### config.mk
export PLATFORM = sky130hd
export DESIGN_NAME = angular_momentum_accumulator_top
export DESIGN_NICKNAME = d
export VERILOG_FILES = /design/src/sv/amacc_pkg.sv /design/src/sv/angular_momentum_accumulator_top.sv /design/src/sv/amacc_queue.sv /design/src/sv/amacc_front.sv /design/src/sv/amacc_back.sv
export SDC_FILE = /design/constraint.sdc
export NUM_CORES = 2
export LEC_CHECK = 0
export BUFFER_PORTS_ARGS = -buffer_cell sky130_fd_sc_hd__clkbuf_2
export CORE_UTILIZATION = 55
export DETAILED_ROUTE_END_ITERATION = 12
export GPL_ROUTABILITY_DRIVEN = 0
export PLACE_DENSITY = 0.73
export SLEW_MARGIN = 30
export SYNTH_ARGS = -nofsm -noshare
export SYNTH_HDL_FRONTEND = slang
export SYNTH_SLANG_ARGS = --single-unit
### constraint.sdc
create_clock -name i_clk -period 14.1 [get_ports i_clk]
set_input_delay 0.705 -clock i_clk [delete_from_list [all_inputs] [get_ports i_clk]]
set_output_delay 0.705 -clock i_clk [all_outputs]
set_load 0.005 [all_outputs]
### src/sv/amacc_pkg.sv
// Shared types and constants of the angular momentum accumulator.
`default_nettype none

package amacc_pkg;

    // fixed field widths of the particle and result transactions
    localparam int unsigned FIELD_W   = 32;
    localparam int unsigned D_W       = FIELD_W + 1;
    localparam int unsigned HALF_W    = FIELD_W / 2;
    localparam int unsigned OUT_W     = 48;

    // depths of the command and result queues
    localparam int unsigned CMD_DEPTH = 2;
    localparam int unsigned RES_DEPTH = 2;

    // register indexes of the configuration port, one word apart
    typedef enum logic [1:0] {
        REG_ORIGIN_X,
        REG_ORIGIN_Y,
        REG_ORIGIN_Z,
        REG_GROUP_SELECT
    } t_reg_idx;

    // classified particle handed from the front end to the back end
    typedef struct packed {
        logic signed [D_W-1:0]     d_x;
        logic signed [D_W-1:0]     d_y;
        logic signed [D_W-1:0]     d_z;
        logic signed [FIELD_W-1:0] v_x;
        logic signed [FIELD_W-1:0] v_y;
        logic signed [FIELD_W-1:0] v_z;
        logic [FIELD_W-1:0]        mass;
        logic                      counted;
        logic                      last;
    } t_cmd;

    // one emitted set of sums
    typedef struct packed {
        logic signed [OUT_W-1:0] mom_x;
        logic signed [OUT_W-1:0] mom_y;
        logic signed [OUT_W-1:0] mom_z;
        logic                    overflowed;
    } t_res;

endpackage

`default_nettype wire

### src/sv/angular_momentum_accumulator_top.sv
// Top level of the angular momentum accumulator: register port, queues, front and back ends.
//
// Sums m * ((pos - origin) x vel) over the particles whose member mask meets the
// group select register, in Q16.16 with floor rounding after each product and
// saturating accumulators, and emits the three sums with an overflow flag on the
// particle marked last, clearing them afterwards. A particle that is neither in the
// group nor last is dropped at the input and never reaches the back end. A counted
// particle is taken in the idle state, then runs 36 steps through the back end's single
// 34-by-17-bit multiplier and accumulator pipeline (twelve half-products for the
// cross terms, twelve for the mass scaling, plus the floor, clamp and sum steps),
// then a drain step. A set closes in the emit state, entered from the drain step or,
// for a last particle outside the group, from the idle state, once the result queue
// has room. A two-entry command queue lets the input take particles while the back
// end works, and a two-entry result queue decouples the output.
`default_nettype none

module angular_momentum_accumulator_top #(
    parameter int ACC_WIDTH = 48,
    parameter int FRAC_BITS = 16
) (
    input  logic                                  i_clk,
    input  logic                                  i_rst_n,
    // particle transactions
    input  logic                                  push,
    output logic                                  full,
    input  logic signed [amacc_pkg::FIELD_W-1:0]  i_pos_x,
    input  logic signed [amacc_pkg::FIELD_W-1:0]  i_pos_y,
    input  logic signed [amacc_pkg::FIELD_W-1:0]  i_pos_z,
    input  logic signed [amacc_pkg::FIELD_W-1:0]  i_vel_x,
    input  logic signed [amacc_pkg::FIELD_W-1:0]  i_vel_y,
    input  logic signed [amacc_pkg::FIELD_W-1:0]  i_vel_z,
    input  logic        [amacc_pkg::FIELD_W-1:0]  i_particle_mass,
    input  logic        [amacc_pkg::FIELD_W-1:0]  i_member_mask,
    input  logic                                  i_last_particle,
    // result transactions
    output logic                                  empty,
    input  logic                                  pop,
    output logic signed [amacc_pkg::OUT_W-1:0]    o_momentum_x,
    output logic signed [amacc_pkg::OUT_W-1:0]    o_momentum_y,
    output logic signed [amacc_pkg::OUT_W-1:0]    o_momentum_z,
    output logic                                  o_overflowed,
    // register port
    input  logic                                  psel,
    input  logic                                  penable,
    input  logic                                  pwrite,
    input  logic [3:0]                            paddr,
    input  logic [31:0]                           pwdata,
    output logic [31:0]                           prdata,
    output logic                                  pready
);

    logic signed [amacc_pkg::FIELD_W-1:0] r_origin_x;
    logic signed [amacc_pkg::FIELD_W-1:0] r_origin_y;
    logic signed [amacc_pkg::FIELD_W-1:0] r_origin_z;
    logic [amacc_pkg::FIELD_W-1:0]        r_group_select;

    logic [1:0]      w_reg_idx;
    logic            w_reg_wr;
    amacc_pkg::t_cmd w_cmd_in;
    amacc_pkg::t_cmd w_cmd_out;
    logic            w_cmd_push;
    logic            w_cmd_full;
    logic            w_cmd_pop;
    logic            w_cmd_empty;
    amacc_pkg::t_res w_res_in;
    amacc_pkg::t_res w_res_out;
    logic            w_res_push;
    logic            w_res_full;

    // register port: zero wait states
    assign pready    = 1'b1;
    assign w_reg_idx = paddr[3:2];
    assign w_reg_wr  = psel && penable && pwrite && pready;

    always_ff @(posedge i_clk) begin
        if (!i_rst_n) begin
            r_origin_x     <= '0;
            r_origin_y     <= '0;
            r_origin_z     <= '0;
            r_group_select <= 32'd1;
        end else if (w_reg_wr) begin
            case (w_reg_idx)
                amacc_pkg::REG_ORIGIN_X:     r_origin_x     <= pwdata;
                amacc_pkg::REG_ORIGIN_Y:     r_origin_y     <= pwdata;
                amacc_pkg::REG_ORIGIN_Z:     r_origin_z     <= pwdata;
                amacc_pkg::REG_GROUP_SELECT: r_group_select <= pwdata;
                default:                     r_group_select <= r_group_select;
            endcase
        end
    end

    // read back
    always_comb begin
        case (w_reg_idx)
            amacc_pkg::REG_ORIGIN_X:     prdata = r_origin_x;
            amacc_pkg::REG_ORIGIN_Y:     prdata = r_origin_y;
            amacc_pkg::REG_ORIGIN_Z:     prdata = r_origin_z;
            amacc_pkg::REG_GROUP_SELECT: prdata = r_group_select;
            default:                     prdata = '0;
        endcase
    end

    // front end
    amacc_front u_front (
        .i_push          (push),
        .o_full          (full),
        .i_pos_x         (i_pos_x),
        .i_pos_y         (i_pos_y),
        .i_pos_z         (i_pos_z),
        .i_vel_x         (i_vel_x),
        .i_vel_y         (i_vel_y),
        .i_vel_z         (i_vel_z),
        .i_particle_mass (i_particle_mass),
        .i_member_mask   (i_member_mask),
        .i_last_particle (i_last_particle),
        .i_origin_x      (r_origin_x),
        .i_origin_y      (r_origin_y),
        .i_origin_z      (r_origin_z),
        .i_group_select  (r_group_select),
        .i_q_full        (w_cmd_full),
        .o_cmd           (w_cmd_in),
        .o_cmd_push      (w_cmd_push)
    );

    // command queue between front and back
    amacc_queue #(
        .WIDTH ($bits(amacc_pkg::t_cmd)),
        .DEPTH (amacc_pkg::CMD_DEPTH)
    ) u_cmd_q (
        .i_clk   (i_clk),
        .i_rst_n (i_rst_n),
        .i_push  (w_cmd_push),
        .i_data  (w_cmd_in),
        .o_full  (w_cmd_full),
        .i_pop   (w_cmd_pop),
        .o_data  (w_cmd_out),
        .o_empty (w_cmd_empty)
    );

    // back end
    amacc_back #(
        .ACC_WIDTH (ACC_WIDTH),
        .FRAC_BITS (FRAC_BITS)
    ) u_back (
        .i_clk       (i_clk),
        .i_rst_n     (i_rst_n),
        .i_cmd       (w_cmd_out),
        .i_cmd_valid (!w_cmd_empty),
        .o_cmd_pop   (w_cmd_pop),
        .o_res       (w_res_in),
        .o_res_push  (w_res_push),
        .i_res_full  (w_res_full)
    );

    // result queue
    amacc_queue #(
        .WIDTH ($bits(amacc_pkg::t_res)),
        .DEPTH (amacc_pkg::RES_DEPTH)
    ) u_res_q (
        .i_clk   (i_clk),
        .i_rst_n (i_rst_n),
        .i_push  (w_res_push),
        .i_data  (w_res_in),
        .o_full  (w_res_full),
        .i_pop   (pop),
        .o_data  (w_res_out),
        .o_empty (empty)
    );

    assign o_momentum_x = w_res_out.mom_x;
    assign o_momentum_y = w_res_out.mom_y;
    assign o_momentum_z = w_res_out.mom_z;
    assign o_overflowed = w_res_out.overflowed;

`ifndef SYNTHESIS
    // back end never pushes a result into a full queue
    a_res_push_room: assert property (@(posedge i_clk) disable iff (!i_rst_n)
        w_res_push |-> !w_res_full)
        else $error("result pushed into full queue");

    // front end never pushes a command into a full queue
    a_cmd_push_room: assert property (@(posedge i_clk) disable iff (!i_rst_n)
        w_cmd_push |-> !w_cmd_full)
        else $error("command pushed into full queue");

    // back end only takes a command that is there
    a_cmd_pop_valid: assert property (@(posedge i_clk) disable iff (!i_rst_n)
        w_cmd_pop |-> !w_cmd_empty)
        else $error("command popped from empty queue");
`endif

endmodule

`default_nettype wire

### src/sv/amacc_queue.sv
// Small first-in first-out queue built from registers.
`default_nettype none

module amacc_queue #(
    parameter int unsigned WIDTH = 8,
    parameter int unsigned DEPTH = 2
) (
    input  logic             i_clk,
    input  logic             i_rst_n,
    input  logic             i_push,
    input  logic [WIDTH-1:0] i_data,
    output logic             o_full,
    input  logic             i_pop,
    output logic [WIDTH-1:0] o_data,
    output logic             o_empty
);

    localparam int unsigned PTR_W = (DEPTH > 1) ? $clog2(DEPTH) : 1;
    localparam int unsigned CNT_W = $clog2(DEPTH + 1);

    logic [WIDTH-1:0] r_mem [DEPTH];
    logic [PTR_W-1:0] r_wr;
    logic [PTR_W-1:0] r_rd;
    logic [CNT_W-1:0] r_count;
    logic             w_do_push;
    logic             w_do_pop;

    assign o_full    = (r_count == CNT_W'(DEPTH));
    assign o_empty   = (r_count == '0);
    assign o_data    = r_mem[r_rd];
    assign w_do_push = i_push && !o_full;
    assign w_do_pop  = i_pop && !o_empty;

    // storage
    always_ff @(posedge i_clk) begin
        if (w_do_push) begin
            r_mem[r_wr] <= i_data;
        end
    end

    // pointers and fill level
    always_ff @(posedge i_clk) begin
        if (!i_rst_n) begin
            r_wr    <= '0;
            r_rd    <= '0;
            r_count <= '0;
        end else begin
            if (w_do_push) begin
                r_wr <= (r_wr == PTR_W'(DEPTH - 1)) ? '0 : r_wr + 1'b1;
            end
            if (w_do_pop) begin
                r_rd <= (r_rd == PTR_W'(DEPTH - 1)) ? '0 : r_rd + 1'b1;
            end
            case ({w_do_push, w_do_pop})
                2'b10:   r_count <= r_count + 1'b1;
                2'b01:   r_count <= r_count - 1'b1;
                default: r_count <= r_count;
            endcase
        end
    end

endmodule

`default_nettype wire

### src/sv/amacc_front.sv
// Front end: takes particles, checks group membership, forms offsets from the origin.
`default_nettype none

module amacc_front (
    input  logic                                  i_push,
    output logic                                  o_full,
    input  logic signed [amacc_pkg::FIELD_W-1:0]  i_pos_x,
    input  logic signed [amacc_pkg::FIELD_W-1:0]  i_pos_y,
    input  logic signed [amacc_pkg::FIELD_W-1:0]  i_pos_z,
    input  logic signed [amacc_pkg::FIELD_W-1:0]  i_vel_x,
    input  logic signed [amacc_pkg::FIELD_W-1:0]  i_vel_y,
    input  logic signed [amacc_pkg::FIELD_W-1:0]  i_vel_z,
    input  logic        [amacc_pkg::FIELD_W-1:0]  i_particle_mass,
    input  logic        [amacc_pkg::FIELD_W-1:0]  i_member_mask,
    input  logic                                  i_last_particle,
    input  logic signed [amacc_pkg::FIELD_W-1:0]  i_origin_x,
    input  logic signed [amacc_pkg::FIELD_W-1:0]  i_origin_y,
    input  logic signed [amacc_pkg::FIELD_W-1:0]  i_origin_z,
    input  logic        [amacc_pkg::FIELD_W-1:0]  i_group_select,
    input  logic                                  i_q_full,
    output amacc_pkg::t_cmd                       o_cmd,
    output logic                                  o_cmd_push
);

    logic w_in_group;

    // a particle counts when it shares a bit with the selected group
    assign w_in_group = |(i_member_mask & i_group_select);

    // offsets are exact at one bit wider than the fields
    always_comb begin
        o_cmd.d_x     = amacc_pkg::D_W'(i_pos_x) - amacc_pkg::D_W'(i_origin_x);
        o_cmd.d_y     = amacc_pkg::D_W'(i_pos_y) - amacc_pkg::D_W'(i_origin_y);
        o_cmd.d_z     = amacc_pkg::D_W'(i_pos_z) - amacc_pkg::D_W'(i_origin_z);
        o_cmd.v_x     = i_vel_x;
        o_cmd.v_y     = i_vel_y;
        o_cmd.v_z     = i_vel_z;
        o_cmd.mass    = i_particle_mass;
        o_cmd.counted = w_in_group;
        o_cmd.last    = i_last_particle;
    end

    // particles that neither count nor close the set are dropped here
    assign o_full     = i_q_full;
    assign o_cmd_push = i_push && !i_q_full && (w_in_group || i_last_particle);

endmodule

`default_nettype wire

### src/sv/amacc_back.sv
// Back end: cross product and mass scaling on one shared multiplier, saturating sums.
`default_nettype none

module amacc_back #(
    parameter int ACC_WIDTH = 48,
    parameter int FRAC_BITS = 16
) (
    input  logic            i_clk,
    input  logic            i_rst_n,
    input  amacc_pkg::t_cmd i_cmd,
    input  logic            i_cmd_valid,
    output logic            o_cmd_pop,
    output amacc_pkg::t_res o_res,
    output logic            o_res_push,
    input  logic            i_res_full
);

    localparam int FW  = amacc_pkg::FIELD_W;
    localparam int HW  = amacc_pkg::HALF_W;
    localparam int DW  = amacc_pkg::D_W;
    localparam int OW  = amacc_pkg::OUT_W;
    // cross term width, multiplier operand widths, accumulator width
    localparam int CW  = 2 * FW + 2 - FRAC_BITS;
    localparam int MA  = (CW - HW > DW) ? CW - HW : DW;
    localparam int MB  = HW + 1;
    localparam int PW  = MA + MB;
    localparam int AW  = CW + FW + 1;
    localparam int EW  = (ACC_WIDTH > OW) ? ACC_WIDTH : OW;

    localparam logic [ACC_WIDTH-1:0] ACC_MAX = {1'b0, {(ACC_WIDTH-1){1'b1}}};
    localparam logic [ACC_WIDTH-1:0] ACC_MIN = {1'b1, {(ACC_WIDTH-1){1'b0}}};
    localparam logic [OW-1:0]        OUT_MAX = {1'b0, {(OW-1){1'b1}}};
    localparam logic [OW-1:0]        OUT_MIN = {1'b1, {(OW-1){1'b0}}};

    localparam logic [2:0] SUB_CROSS_LAST = 3'd2;
    localparam logic [2:0] SUB_MASS_LAST  = 3'd5;
    localparam logic [2:0] IDX_CROSS_LAST = 3'd5;
    localparam logic [2:0] IDX_MASS_LAST  = 3'd2;

    typedef enum logic [2:0] {S_IDLE, S_CROSS, S_MASS, S_DRAIN, S_EMIT} t_state;
    typedef enum logic [2:0] {
        OP_NOP, OP_LOAD, OP_ADD, OP_T1, OP_C, OP_CLAMP, OP_SUM
    } t_op;
    typedef enum logic [1:0] {SH_NONE, SH_HALF, SH_FULL} t_shift;

    t_state                 r_state;
    logic [2:0]             r_idx;
    logic [2:0]             r_sub;
    amacc_pkg::t_cmd        r_cmd;

    logic signed [DW-1:0]   sel_d;
    logic signed [FW-1:0]   sel_v;
    logic signed [CW-1:0]   sel_c;
    t_op                    s1_op;
    t_shift                 s1_shift;
    logic [1:0]             s1_axis;
    logic signed [MA-1:0]   s1_a;
    logic signed [MB-1:0]   s1_b;

    logic signed [PW-1:0]   r_prod;
    t_op                    r_op;
    t_shift                 r_shift;
    logic [1:0]             r_axis;

    logic signed [AW-1:0]   r_acc;
    logic signed [CW-1:0]   r_t1;
    logic signed [CW-1:0]   r_c [3];
    logic [ACC_WIDTH-1:0]   r_term;
    logic signed [ACC_WIDTH-1:0] r_sum [3];
    logic                   r_sat;

    logic signed [AW-1:0]   prod_ext;
    logic signed [AW-1:0]   prod_sh;
    logic signed [AW-1:0]   acc_q;
    logic [AW-ACC_WIDTH:0]  q_hi;
    logic                   q_fits;
    logic [ACC_WIDTH-1:0]   n_term;
    logic signed [CW-1:0]   n_c;
    logic signed [ACC_WIDTH-1:0] sum_cur;
    logic [ACC_WIDTH:0]     sum_wide;
    logic                   sum_ovf;
    logic [ACC_WIDTH-1:0]   n_sum;

    logic signed [EW-1:0]   emit_se  [3];
    logic [EW-OW:0]         emit_hi  [3];
    logic [OW-1:0]          emit_val [3];
    logic [2:0]             emit_clip;
    logic                   w_emit;

    assign o_cmd_pop = (r_state == S_IDLE) && i_cmd_valid;
    assign w_emit    = (r_state == S_EMIT) && !i_res_full;

    // sequencer: cross phase of six terms, then mass phase of three axes
    always_ff @(posedge i_clk) begin
        if (!i_rst_n) begin
            r_state <= S_IDLE;
            r_idx   <= '0;
            r_sub   <= '0;
            r_cmd   <= '0;
        end else begin
            case (r_state)
                S_IDLE: begin
                    if (i_cmd_valid) begin
                        r_cmd   <= i_cmd;
                        r_idx   <= '0;
                        r_sub   <= '0;
                        r_state <= i_cmd.counted ? S_CROSS : S_EMIT;
                    end
                end
                S_CROSS: begin
                    if (r_sub == SUB_CROSS_LAST) begin
                        r_sub <= '0;
                        if (r_idx == IDX_CROSS_LAST) begin
                            r_idx   <= '0;
                            r_state <= S_MASS;
                        end else begin
                            r_idx <= r_idx + 1'b1;
                        end
                    end else begin
                        r_sub <= r_sub + 1'b1;
                    end
                end
                S_MASS: begin
                    if (r_sub == SUB_MASS_LAST) begin
                        r_sub <= '0;
                        if (r_idx == IDX_MASS_LAST) begin
                            r_idx   <= '0;
                            r_state <= S_DRAIN;
                        end else begin
                            r_idx <= r_idx + 1'b1;
                        end
                    end else begin
                        r_sub <= r_sub + 1'b1;
                    end
                end
                S_DRAIN: begin
                    r_state <= r_cmd.last ? S_EMIT : S_IDLE;
                end
                S_EMIT: begin
                    if (!i_res_full) begin
                        r_state <= S_IDLE;
                    end
                end
                default: begin
                    r_state <= S_IDLE;
                end
            endcase
        end
    end

    // step decode: operand selection for the multiplier and the op for stage two
    always_comb begin
        sel_d    = r_cmd.d_y;
        sel_v    = r_cmd.v_x;
        s1_op    = OP_NOP;
        s1_shift = SH_NONE;
        s1_axis  = r_idx[1:0];
        s1_a     = '0;
        s1_b     = '0;
        case (r_idx)
            3'd0:    begin sel_d = r_cmd.d_y; sel_v = r_cmd.v_z; end
            3'd1:    begin sel_d = r_cmd.d_z; sel_v = r_cmd.v_y; end
            3'd2:    begin sel_d = r_cmd.d_z; sel_v = r_cmd.v_x; end
            3'd3:    begin sel_d = r_cmd.d_x; sel_v = r_cmd.v_z; end
            3'd4:    begin sel_d = r_cmd.d_x; sel_v = r_cmd.v_y; end
            default: begin sel_d = r_cmd.d_y; sel_v = r_cmd.v_x; end
        endcase
        case (r_idx[1:0])
            2'd0:    sel_c = r_c[0];
            2'd1:    sel_c = r_c[1];
            default: sel_c = r_c[2];
        endcase
        case (r_state)
            S_CROSS: begin
                // terms pair up: even term is the minuend, odd term closes the axis
                s1_axis = r_idx[2:1];
                s1_a    = MA'(sel_d);
                case (r_sub)
                    3'd0: begin
                        s1_op    = OP_LOAD;
                        s1_shift = SH_HALF;
                        s1_b     = MB'($signed(sel_v[FW-1:HW]));
                    end
                    3'd1: begin
                        s1_op = OP_ADD;
                        s1_b  = MB'({1'b0, sel_v[HW-1:0]});
                    end
                    default: begin
                        s1_op = r_idx[0] ? OP_C : OP_T1;
                    end
                endcase
            end
            S_MASS: begin
                // c split into signed high part and unsigned low half, mass in halves
                case (r_sub)
                    3'd0: begin
                        s1_op    = OP_LOAD;
                        s1_shift = SH_FULL;
                        s1_a     = MA'($signed(sel_c[CW-1:HW]));
                        s1_b     = MB'({1'b0, r_cmd.mass[FW-1:HW]});
                    end
                    3'd1: begin
                        s1_op    = OP_ADD;
                        s1_shift = SH_HALF;
                        s1_a     = MA'($signed(sel_c[CW-1:HW]));
                        s1_b     = MB'({1'b0, r_cmd.mass[HW-1:0]});
                    end
                    3'd2: begin
                        s1_op    = OP_ADD;
                        s1_shift = SH_HALF;
                        s1_a     = MA'({1'b0, sel_c[HW-1:0]});
                        s1_b     = MB'({1'b0, r_cmd.mass[FW-1:HW]});
                    end
                    3'd3: begin
                        s1_op = OP_ADD;
                        s1_a  = MA'({1'b0, sel_c[HW-1:0]});
                        s1_b  = MB'({1'b0, r_cmd.mass[HW-1:0]});
                    end
                    3'd4:    s1_op = OP_CLAMP;
                    default: s1_op = OP_SUM;
                endcase
            end
            default: begin
                s1_op = OP_NOP;
            end
        endcase
    end

    // stage two arithmetic: shift-add, floor by the fraction, clamps
    always_comb begin
        prod_ext = AW'(r_prod);
        case (r_shift)
            SH_HALF: prod_sh = prod_ext <<< HW;
            SH_FULL: prod_sh = prod_ext <<< (2 * HW);
            default: prod_sh = prod_ext;
        endcase
        acc_q  = r_acc >>> FRAC_BITS;
        q_hi   = acc_q[AW-1:ACC_WIDTH-1];
        q_fits = (&q_hi) || !(|q_hi);
        n_term = q_fits ? acc_q[ACC_WIDTH-1:0] : (acc_q[AW-1] ? ACC_MIN : ACC_MAX);
        n_c    = r_t1 - acc_q[CW-1:0];
        case (r_axis)
            2'd0:    sum_cur = r_sum[0];
            2'd1:    sum_cur = r_sum[1];
            default: sum_cur = r_sum[2];
        endcase
        sum_wide = {sum_cur[ACC_WIDTH-1], sum_cur} + {r_term[ACC_WIDTH-1], r_term};
        sum_ovf  = sum_wide[ACC_WIDTH] != sum_wide[ACC_WIDTH-1];
        n_sum    = sum_ovf ? (sum_wide[ACC_WIDTH] ? ACC_MIN : ACC_MAX)
                           : sum_wide[ACC_WIDTH-1:0];
    end

    // datapath registers
    always_ff @(posedge i_clk) begin
        r_prod <= s1_a * s1_b;
        case (r_op)
            OP_LOAD:  r_acc <= prod_sh;
            OP_ADD:   r_acc <= r_acc + prod_sh;
            OP_T1:    r_t1  <= acc_q[CW-1:0];
            OP_C:     r_c[r_axis] <= n_c;
            OP_CLAMP: r_term <= n_term;
            default:  r_acc <= r_acc;
        endcase
    end

    // stage tags, sums and the saturation flag
    always_ff @(posedge i_clk) begin
        if (!i_rst_n) begin
            r_op     <= OP_NOP;
            r_shift  <= SH_NONE;
            r_axis   <= '0;
            r_sum[0] <= '0;
            r_sum[1] <= '0;
            r_sum[2] <= '0;
            r_sat    <= 1'b0;
        end else begin
            r_op    <= s1_op;
            r_shift <= s1_shift;
            r_axis  <= s1_axis;
            if (w_emit) begin
                r_sum[0] <= '0;
                r_sum[1] <= '0;
                r_sum[2] <= '0;
                r_sat    <= 1'b0;
            end else begin
                case (r_op)
                    OP_CLAMP: begin
                        if (!q_fits) begin
                            r_sat <= 1'b1;
                        end
                    end
                    OP_SUM: begin
                        r_sum[r_axis] <= n_sum;
                        if (sum_ovf) begin
                            r_sat <= 1'b1;
                        end
                    end
                    default: begin
                        r_sat <= r_sat;
                    end
                endcase
            end
        end
    end

    // result: sums clamped to the output width
    always_comb begin
        for (int k = 0; k < 3; k++) begin
            emit_se[k]   = EW'(r_sum[k]);
            emit_hi[k]   = emit_se[k][EW-1:OW-1];
            emit_clip[k] = !((&emit_hi[k]) || !(|emit_hi[k]));
            emit_val[k]  = emit_clip[k] ? (emit_se[k][EW-1] ? OUT_MIN : OUT_MAX)
                                        : emit_se[k][OW-1:0];
        end
        o_res.mom_x      = emit_val[0];
        o_res.mom_y      = emit_val[1];
        o_res.mom_z      = emit_val[2];
        o_res.overflowed = r_sat || (|emit_clip);
    end

    assign o_res_push = w_emit;

endmodule

`default_nettype wire

==> qor.txt <==
Drc violations = 0
Die area = 0.182 mm²
Post-Route WL = 269 mm
Setup Total Neg Slack = 0 ns
Routed len/inst = 22.4 µm
Power density cells = 142 mW/mm²
Cell Count, Final, Fillers Out = 12000
DIE HEIGHT = 427 µm
Largest net degree at the start of global routing = 146
Commonest non-fill, non-tap cell in the layout = edfxtp_1
Dpl cells = 11600
H-tree depth = 4
Worst Reg-to-Reg Cells = 29
Slew margin rel. = 0.275
Run status = complete, no violations
Antenna-violating nets left = 0
Worst Tran Pin Value = 1.08 ns
FF-to-FF Start = u_back.r_sub[1]
Max FO, Critical Path = 34
Fin. max-slew vios = 0
Share of layout cells above drive strength 1 = 0.117
Final instance area = 0.110 mm²
Flop2flop setup slack = 3.98 ns
Setup crit end kind = flop
Unique cell type count in the Yosys netlist = 93
Clock transition at path regs = 0.06 ns
Mapped cell area = 0.0992 mm²
Crit path required time = 14.78 ns
CP Class = flop to flop
CP max stage delay = 0.79 ns
Commonest non-fill, non-tap cells in the layout = edfxtp_1 (1223), nand2_1 (1090), inv_1 (812), nor2_1 (799), fa_1 (557)
Initial antenna violation count = 9
Initial DRC Count = 7112
Top-area cell type share of the netlist area = 0.370
Clock root buffer master = clkbuf_16
Seq cells post-synth = 1657
GRT Total Usage = 0.293
Lkg Pwr = 45.6 nW
Drt pass-1 iters = 6
Final Hold Vio Count = 0
Final HPWL DP = 197 mm
Vias = 72400
Synth area leaders = edfxtp_1 (37%), fa_1 (11%), dfxtp_1 (8.8%)
Peak VDD IR = 0.110 mV
Vias in the first global route = 71400
Worst hold start = i_vel_y[23]
Async S/R FF share, synth = 0
HP Class = input pin to flop
FP Rows = 155
Net count after synthesis = 10400
Global-route wire length before repair = 412 mm
Hold worst-path end = u_cmd_q.r_mem[0][89]
Initial core utilization = 0.555
TritonCTS clock tree = done
Syn_area_per_cell = 10.8 µm²
Buffers from clock root to sink, at most = 3
Top FF cell, synth = edfxtp_1
Worst Path Arrival = 10.80 ns
Fmax = 0.0988 GHz
Core box area = 0.179 mm²
Ports = 480
Vias per cell = 6.04
Final setup fails = 0
Crit-path leading delay family = adder cells
Tcrit/Tclk final = 0.718
Grt ovf = 0
Worst Setup Start Kind = flop
Hold Worst Slack = 0.0563 ns
Clock Skews = 0.0784 ns
Area leader, netlist = edfxtp_1
PortBufs = 476
Seq/Total Area, Yosys = 0.458
Total power = 15.7 mW
CTS Buf Count = 168
Most frequent CP cell = fa_1
Final #Nets = 10700
Worst path slowest cell = nand2_1
Clock Sinks = 1657
Max cap viols = 0
Hold path depth = 1
DIE WIDTH = 427 µm
Post-synth EDFFs = 1223
Cell count after synthesis = 9159
Layout area overhead = 11.1%
Yosys warnings = 0
Clock Latency Late Sink = 0.87 ns
Crit path time final = 10.12 ns
RSZ-0062 raised after global routing = no
Reg2reg end = u_back.r_prod[49]
CP Buf/Inv Count = 5
Area post-placement = 0.104 mm²
## power by group
group          total (mW)  switching [mW]  internal (mW)
combinational        4.50            2.84           1.66
sequential           6.54           0.444           6.10
clock                4.61            1.94           2.67
## synth_stat cells (80+ instances only)
master,instances
o211a_1,229
o21ai_0,343
xor2_1,86
clkbuf_1,431
mux2i_1,337
inv_1,812
nand2b_1,102
a21boi_0,157
fa_1,557
xnor2_1,200
a22oi_1,105
a21oi_1,412
nor2_1,809
mux2_2,150
nand2_1,1093
dfxtp_1,434
a21o_1,172
nor2b_1,80
edfxtp_1,1223
ha_1,400
## cell families (layout without fill, tap and decap cells)
family,Yosys count,after routing,share of synthesized area
AND/OR/NAND/NOR,2481,2481,0.108
AO/OA/AOI/OAI,1942,1942,0.136
flip-flops,1657,1657,0.458
buffers and inverters,1296,1756,0.0496
adder cells (fa/ha/maj),976,976,0.165
multiplexers,519,519,0.0583
XOR/XNOR,287,287,0.0254
other,1,6,0.0000378
## worst max path at each step
stage | startpoint | slack [ns] | cells past startpoint | endpoint
floorplan | i_member_mask[13] | 2.34 | 8 | u_cmd_q.r_wr
finish | u_back.r_sub[1] | 3.98 | 29 | u_back.r_prod[49]
global route | u_back.r_sub[1] | 3.37 | 29 | u_back.r_prod[49]
detailed placement | u_back.r_sub[1] | 4.34 | 29 | u_back.r_prod[49]
global placement | u_back.r_sub[1] | 4.58 | 29 | u_back.r_prod[49]
CTS | u_back.r_sub[1] | 4.18 | 29 | u_back.r_prod[49]
## metrics by stage
stage,utilization,worst slack (ns)
global route,0.616,3.37
floorplan,-,2.34
CTS,0.616,4.18
finish,0.616,3.98
detailed placement,0.581,4.34
global placement,0.581,4.58
## area by class of cell
| cell class | count | area, µm² |
|---|---|---|
| multi-input combinational | 6206 | 49200 |
| clock buffer | 216 | 4540 |
| fill | 14000 | 68600 |
| inverter | 812 | 3050 |
| tap | 2355 | 2950 |
| sequential | 1657 | 45400 |
| antenna | 5 | 12.5 |
| timing repair buffer | 637 | 3800 |
| clock inverter | 91 | 1180 |
## routing by layer
| layer | vias to the layer above | track usage | share of wire |
|---|---|---|---|
| li1 | 32800 | - | - |
| met1 | 35600 | 0.384 | 0.40 |
| met2 | 3352 | 0.474 | 0.47 |
| met3 | 643 | 0.0500 | 0.080 |
| met4 | 6 | 0.144 | 0.053 |
| met5 | - | 0 | 0.00017 |
## state kept, by name, summed over array words and instances, names as in the netlist, 3 cells and up, named ones only
name	count
r_group_select	32
r_origin_x	32
r_origin_y	32
r_origin_z	32
u_back.r_acc	83
u_back.r_c	150
u_back.r_cmd	228
u_back.r_idx	3
u_back.r_op	3
u_back.r_prod	51
u_back.r_state	3
u_back.r_sub	3
u_back.r_sum	144
u_back.r_t1	50
u_back.r_term	48
u_cmd_q.r_mem	458
u_res_q.r_mem	290
## repair_timing
item	CTS	global route
hold buffers	43	0
resized for setup	0	0
buffers inserted	0	0
hold endpoints to repair	84	0
Note: power is estimated with default switching activity, not from simulation.
